--- config.mk ---
export PLATFORM = sky130hd
export DESIGN_NAME = bmd_lane
export DESIGN_NICKNAME = d
export VERILOG_FILES = /design/src/design/bmd_pkg.sv /design/src/design/bmd_lane.sv
export SDC_FILE = /design/constraint.sdc
export NUM_CORES = 1
export LEC_CHECK = 0
export ABC_CLOCK_PERIOD_IN_PS = 3580
export BUFFER_PORTS_ARGS = -buffer_cell sky130_fd_sc_hd__buf_2
export CAP_MARGIN = 5
export CORE_MARGIN = 1.5
export CORE_UTILIZATION = 30
export DETAILED_ROUTE_END_ITERATION = 6
export GPL_ROUTABILITY_DRIVEN = 1
export GPL_TIMING_DRIVEN = 0
export SLEW_MARGIN = 20
export SYNTH_ARGS = -nofsm -noshare
export SYNTH_HDL_FRONTEND = slang
export SYNTH_SLANG_ARGS = --single-unit
--- constraint.sdc ---
create_clock -name vclk -period 3.58
set_input_delay 0.537 -clock vclk [all_inputs]
set_output_delay 0.537 -clock vclk [all_outputs]
set_load 0.01 [all_outputs]
--- src/design/bmd_pkg.sv ---
// shared types, constants and register codes of the box mipmap downsampler
`default_nettype none

package bmd_pkg;

    localparam int MAX_WIDTH_DEF = 2048;

    localparam int MODE_W      = 2;
    localparam int WIDTH_W     = 12;
    localparam int HEIGHT_W    = 16;
    localparam int CFG_DATA_W  = 16;
    localparam int CFG_INDEX_W = 2;
    localparam int NUM_LANES   = 4;

    localparam logic [CFG_INDEX_W-1:0] REG_MODE   = 2'd0;
    localparam logic [CFG_INDEX_W-1:0] REG_WIDTH  = 2'd1;
    localparam logic [CFG_INDEX_W-1:0] REG_HEIGHT = 2'd2;

    localparam logic [MODE_W-1:0] MODE_BOTH   = 2'd0;
    localparam logic [MODE_W-1:0] MODE_HORIZ  = 2'd1;
    localparam logic [MODE_W-1:0] MODE_VERT   = 2'd2;
    localparam logic [MODE_W-1:0] MODE_UNUSED = 2'd3;

    typedef enum logic [1:0] {
        OP_COPY = 2'd0,
        OP_H2   = 2'd1,
        OP_V2   = 2'd2,
        OP_Q4   = 2'd3
    } lane_op_t;

    typedef logic [NUM_LANES-1:0][7:0] pixel_t;

    typedef struct packed {
        logic [7:0] channel_0;
        logic [7:0] channel_1;
        logic [7:0] channel_2;
        logic [7:0] channel_3;
    } in_word_t;

    typedef struct packed {
        logic [7:0] out_channel_0;
        logic [7:0] out_channel_1;
        logic [7:0] out_channel_2;
        logic [7:0] out_channel_3;
        logic       row_end;
        logic       frame_end;
    } out_word_t;

endpackage

`default_nettype wire

--- src/design/bmd_lane.sv ---
// one byte lane of the box filter: copy, pair average or quad average
`default_nettype none

module bmd_lane
    import bmd_pkg::*;
(
    input  wire lane_op_t   op,
    input  wire logic [7:0] cur,
    input  wire logic [7:0] left,
    input  wire logic [7:0] above,
    input  wire logic [7:0] above_left,
    output logic [7:0]      result
);

    logic [8:0] sum_h;
    logic [8:0] sum_v;
    logic [9:0] sum_q;

    always_comb
    begin
        sum_h = {1'b0, left} + {1'b0, cur};
        sum_v = {1'b0, above} + {1'b0, cur};
        sum_q = {1'b0, sum_h} + {2'b00, above} + {2'b00, above_left};
        case (op)
            OP_COPY: result = cur;
            OP_H2:   result = sum_h[8:1];
            OP_V2:   result = sum_v[8:1];
            OP_Q4:   result = sum_q[9:2];
            default: result = cur;
        endcase
    end

endmodule

`default_nettype wire

Word level (Yosys, flattened, before mapping)
Index checks and enable logic that the tools add are counted.

Register bits after elaboration: 0. Bits of input ports: 34.

Add/sub/neg operators: 4. Equality and inequality tests: 3. Multiplexer cells: 1. Reductions and logical operators: 1.

Operators by type and width (number): 8-bit case mux with 4 select lines (1); 8-bit by 8-bit adder with 9-bit output (2); 10-bit by 8-bit adder with 10-bit output (1); 9-bit by 8-bit adder with 10-bit output (1); 2-bit equality test (second input constant) (2); 2-bit by 1-bit equality test with 1-bit output (second input constant) (1); 2-bit zero test (1).

Logic depth before layout (Yosys ltp)
Depth after elaboration: 4. Mapped depth: 16.

Least setup slack after synthesis
Ideal clock, no wire load.

Path kind: in2out. From: input cur[0]. To: output result[5]. Data arrival time: 3.377 ns. Setup slack: -0.334 ns. Stages on the path: 11. Cells stage by stage: ha_1 -> inv_1 -> fa_1 -> xnor2_1 -> fa_1 -> fa_1 -> a211oi_2 -> o21bai_1 -> a21oi_1 -> xnor2_1 -> mux4_2.

Word-level cells in the longest chain between the ends: 4. Elaborated cells on any way between the ends: 5.

RTL lines: from (decl) (RTL line bmd_lane.sv:8) `input wire logic [7:0] cur,`; 8-bit by 8-bit adder with 9-bit output (RTL line bmd_lane.sv:21) `sum_h = {1'b0, left} + {1'b0, cur};`; 9-bit by 8-bit adder with 10-bit output (RTL line bmd_lane.sv:23) `sum_q = {1'b0, sum_h} + {2'b00, above} + {2'b00, above_left};`; 10-bit by 8-bit adder with 10-bit output (RTL line bmd_lane.sv:23); 8-bit case mux with 4 select lines * (RTL line bmd_lane.sv:24) `case (op)`; to (decl) (RTL line bmd_lane.sv:12) `output logic [7:0] result`.

Mark *: on every way between the ends. The rest lies on a longest branch, timed or not.

Final worst setup path
From: input left[0]. To: output result[5].

Word-level cells in the longest chain between the ends: 4.

RTL lines: from (decl) (RTL line bmd_lane.sv:9) `input wire logic [7:0] left,`; 8-bit by 8-bit adder with 9-bit output * (RTL line bmd_lane.sv:21); 9-bit by 8-bit adder with 10-bit output (RTL line bmd_lane.sv:23); 10-bit by 8-bit adder with 10-bit output (RTL line bmd_lane.sv:23); 8-bit case mux with 4 select lines * (RTL line bmd_lane.sv:24).

Marks and branches as above.

==> run_summary.xml <==
<?xml version="1.0" encoding="UTF-8"?>
<metrics>
  <group name="min_path">
    <metric name="min_delay_path_depth" unit="">3</metric>
    <metric name="min-delay-path-class" unit="">input pin to output pin</metric>
    <metric name="worstHoldStart" unit="">cur[2]</metric>
    <metric name="worst_hold_path.endpoint" unit="">result[2]</metric>
  </group>
  <group name="sta">
    <metric name="tightest_slew_margin_relative_to_the_limit" unit="">0.6787</metric>
    <metric name="drv_slew" unit="">0</metric>
    <metric name="final.period_utilization" unit="">1.132</metric>
    <metric name="max_slew.worst_pin.slew" unit="ps">482.0</metric>
    <metric name="hold_viol_final" unit="">0</metric>
    <metric name="timing.final.ws_setup" unit="ps">-473.5</metric>
    <metric name="unrepaired_setup_endpoints_after_global_routing" unit="">yes</metric>
    <metric name="period_needed" unit="ps">4053</metric>
    <metric name="clock.fmax" unit="GHz">0.2467</metric>
    <metric name="setup_violations" unit="">7</metric>
    <metric name="hold-worst-slack" unit="ps">1508</metric>
  </group>
  <group name="place">
    <metric name="place_worst_setup_slack" unit="ps">-662.5</metric>
    <metric name="final_weighted_congestion_of_routability_driven_global_placement" unit="">0.7760</metric>
    <metric name="port-buffer-count" unit="">40</metric>
    <metric name="hpwlAfterDp" unit="mm">2.709</metric>
    <metric name="post-place-cells" unit="">231</metric>
  </group>
  <group name="clocking">
    <metric name="cts-hold-fix-buffers" unit="">0</metric>
  </group>
  <group name="setup_path">
    <metric name="crit_type" unit="">input pin to output pin</metric>
    <metric name="critical_path.endpoint_type" unit="">output pin</metric>
    <metric name="start_kind" unit="">input pin</metric>
    <metric name="path_max_fanout" unit="">2</metric>
    <metric name="critical_path_arrival" unit="ps">3520</metric>
    <metric name="worst-endpoint-required" unit="ps">3040</metric>
  </group>
  <group name="routing">
    <metric name="dr_total_vias" unit="">1239</metric>
    <metric name="detail_route.wirelength" unit="mm">3.221</metric>
    <metric name="detail_route.iter0.violations" unit="">46</metric>
    <metric name="final_antenna_net_count" unit="">0</metric>
    <metric name="detail_route.wl_per_cell" unit="um">13.59</metric>
    <metric name="dr.pass1.iters" unit="">4</metric>
    <metric name="drcViolationCount" unit="">0</metric>
    <metric name="via_per_inst" unit="">5.228</metric>
  </group>
  <group name="cells_and_area">
    <metric name="post_layout_nonfiller_instances" unit="">237</metric>
    <metric name="flops_and_latches" unit="">0</metric>
    <metric name="nNetsFinal" unit="">256</metric>
    <metric name="clock_buffer_count" unit="">0</metric>
    <metric name="insertedDiodeCount" unit="">0</metric>
    <metric name="sequential_cell_area" unit="um2">0</metric>
    <metric name="layout-area-overhead-vs-synth" unit="%">47.98</metric>
    <metric name="n_fill_cell" unit="">393</metric>
    <metric name="fraction_of_layout_instances_using_a_drive_strength_above_1" unit="">0.4599</metric>
    <metric name="multi_input_area" unit="um2">1449</metric>
  </group>
  <group name="synthesis">
    <metric name="syn-mean-instance-area" unit="um2">9.025</metric>
    <metric name="synthCells" unit="">141</metric>
    <metric name="synth.mux.area_fraction" unit="">0.09636</metric>
    <metric name="mappedNetlistNets" unit="">208</metric>
    <metric name="seq_area_frac_synth" unit="">0</metric>
    <metric name="largest_family_of_logic_cells_by_synthesized_area" unit="">adder cells</metric>
    <metric name="yosys.area_share.xor_xnor" unit="">0.1032</metric>
    <metric name="cell_area_after_synthesis" unit="um2">1272</metric>
    <metric name="synth_cell_types" unit="">41</metric>
    <metric name="synth_compound_gate_area_share" unit="">0.2527</metric>
    <metric name="yosys.area_share.simple" unit="">0.1377</metric>
    <metric name="yosys_warnings" unit="">0</metric>
    <metric name="synth_fa_ha_area_frac" unit="">0.3835</metric>
  </group>
  <group name="global_route">
    <metric name="grt_start_max_net_pins" unit="">11</metric>
    <metric name="grt_remaining_overflow" unit="">0</metric>
    <metric name="antenna_found_initial" unit="">0</metric>
    <metric name="gr-usage-all-layers" unit="">0.1399</metric>
    <metric name="first_global_vias" unit="">1196</metric>
    <metric name="wire_length_of_the_first_global_routing_pass" unit="mm">5.154</metric>
  </group>
  <group name="pwr">
    <metric name="total_power" unit="uW">629.5</metric>
    <metric name="cellPowerDensity" unit="nW/um2">334.3</metric>
    <metric name="p_leak" unit="nW">0.7892</metric>
    <metric name="ir_worst_vdd" unit="uV">209.2</metric>
  </group>
  <group name="die">
    <metric name="row_count" unit="">23</metric>
    <metric name="design.core.area" unit="um2">4029</metric>
    <metric name="die_w" unit="um">68.13</metric>
    <metric name="design.portCount" unit="">42</metric>
    <metric name="die_y" unit="um">68.13</metric>
    <metric name="initial_utilization" unit="">0.3158</metric>
    <metric name="die_area" unit="um2">4641</metric>
  </group>
  <group name="flow_run">
    <metric name="number_of_max_capacitance_violations_reported" unit="">0</metric>
  </group>
  <group name="run_status">
    <metric name="outcome" unit="">finished, violations left</metric>
    <metric name="violations_in_the_final_reports" unit="">negative setup slack</metric>
  </group>
</metrics>
critical path, cell delays in order:
cell and delay [ps]:
buf_6 80, ha_4 130, inv_2 30, fa_2 520, inv_2 50, fa_1 460
nor2b_4 150, fa_2 370, a211oi_2 190, o21bai_1 110, a21oi_2 170, xnor2_1 80
mux4_2 490, buf_6 140
synthesized netlist by cell type, types with 2 or more instances:
library cell,instances,share of area
a211oi_1,2,0.012
a211oi_2,2,0.020
a21o_1,3,0.018
a21oi_1,12,0.047
and2_1,2,0.0098
clkbuf_1,2,0.0059
fa_1,10,0.16
ha_1,23,0.23
inv_1,6,0.018
mux4_2,5,0.088
nand2_1,5,0.015
nand2b_1,2,0.0098
nand3_1,5,0.020
nor2_1,9,0.027
nor2b_1,3,0.015
nor3_1,2,0.0079
o21a_1,3,0.018
o21ai_0,6,0.024
o21ai_1,2,0.0079
o21bai_1,3,0.018
xnor2_1,10,0.069
xor2_1,5,0.034
where the power goes:
part | switching [mW] | leakage (nW) | internal (mW) | total, mW
clock network | 0 | 0 | 0 | 0
logic | 0.290 | 0.789 | 0.339 | 0.630
registers | 0 | 0 | 0 | 0
total | 0.290 | 0.789 | 0.339 | 0.630
routing by layer:
metal | up-vias | GRT usage | wire length [um] | share of wire
met5 | - | 0 | 0 | 0
met4 | 0 | 0.02000 | 44 | 0.014
met3 | 6 | 0.003289 | 202 | 0.063
met2 | 50 | 0.2367 | 1491 | 0.46
met1 | 555 | 0.2022 | 1483 | 0.46
li1 | 628 | - | - | -
through the flow:
| stage | instance area, um2 | TNS (ps) | utilization |
|---|---|---|---|
| 3_3_place_gp | 1663 | -3423 | 0.4127 |
| 4_1_cts | 1757 | -2979 | 0.4360 |
| 6_report | 1883 | -2412 | 0.4674 |
| 2_1_floorplan | 1400 | -199.2 | - |
| 5_1_grt | 1883 | -3322 | 0.4674 |
| 3_5_place_dp | 1663 | -3341 | 0.4127 |
what timing repair did:
action	in CTS	in global routing
pin swaps	18	13
setup endpoints to repair	8	8
gates cloned	0	0
gates resized for setup	15	21
buffers inserted	3	3
cells by family (layout without fill, tap and decap cells):
kind of cell,count (synthesis),count (layout)
adders and majority gates,33,33
AOI/OAI and AO/OA,45,45
and+or+nand+nor,33,33
muxes,6,6
buffers and inverters,9,55
xor gates and xnor gates,15,15
how the worst max path moves through the flow:
stage | start | to | slack, ps | cells past startpoint
final | left[0] | result[5] | -470 | 14
after global placement | cur[1] | result[6] | -670 | 15
after floorplan | cur[0] | result[5] | -130 | 12
after global routing | cur[4] | result[5] | -610 | 14
after CTS | left[0] | result[5] | -560 | 14
after detailed placement | cur[1] | result[6] | -660 | 15
cell usage in the layout, fill, tap and decap left out, types with 3 or more instances in the layout:
cell / synthesis / routed
a21o_1: 3 / 3
a21oi_1: 12 / 8
a21oi_2: 0 / 4
buf_2: 0 / 27
buf_4: 0 / 5
buf_6: 0 / 12
fa_1: 10 / 8
ha_1: 23 / 14
ha_4: 0 / 9
inv_1: 6 / 4
mux4_2: 5 / 5
nand2_1: 5 / 5
nand3_1: 5 / 4
nor2_1: 9 / 8
o21a_1: 3 / 3
o21ai_0: 6 / 5
o21bai_1: 3 / 3
xnor2_1: 10 / 8
xor2_1: 5 / 5
layout make-up:
class              instances  area share
multi-input cells        132      0.7694
plain buffers              3    0.005980
repair buffers            46      0.1794
well taps                 50     0.03322
inverters                  6     0.01196
Note: power is estimated with default switching activity, not from simulation.
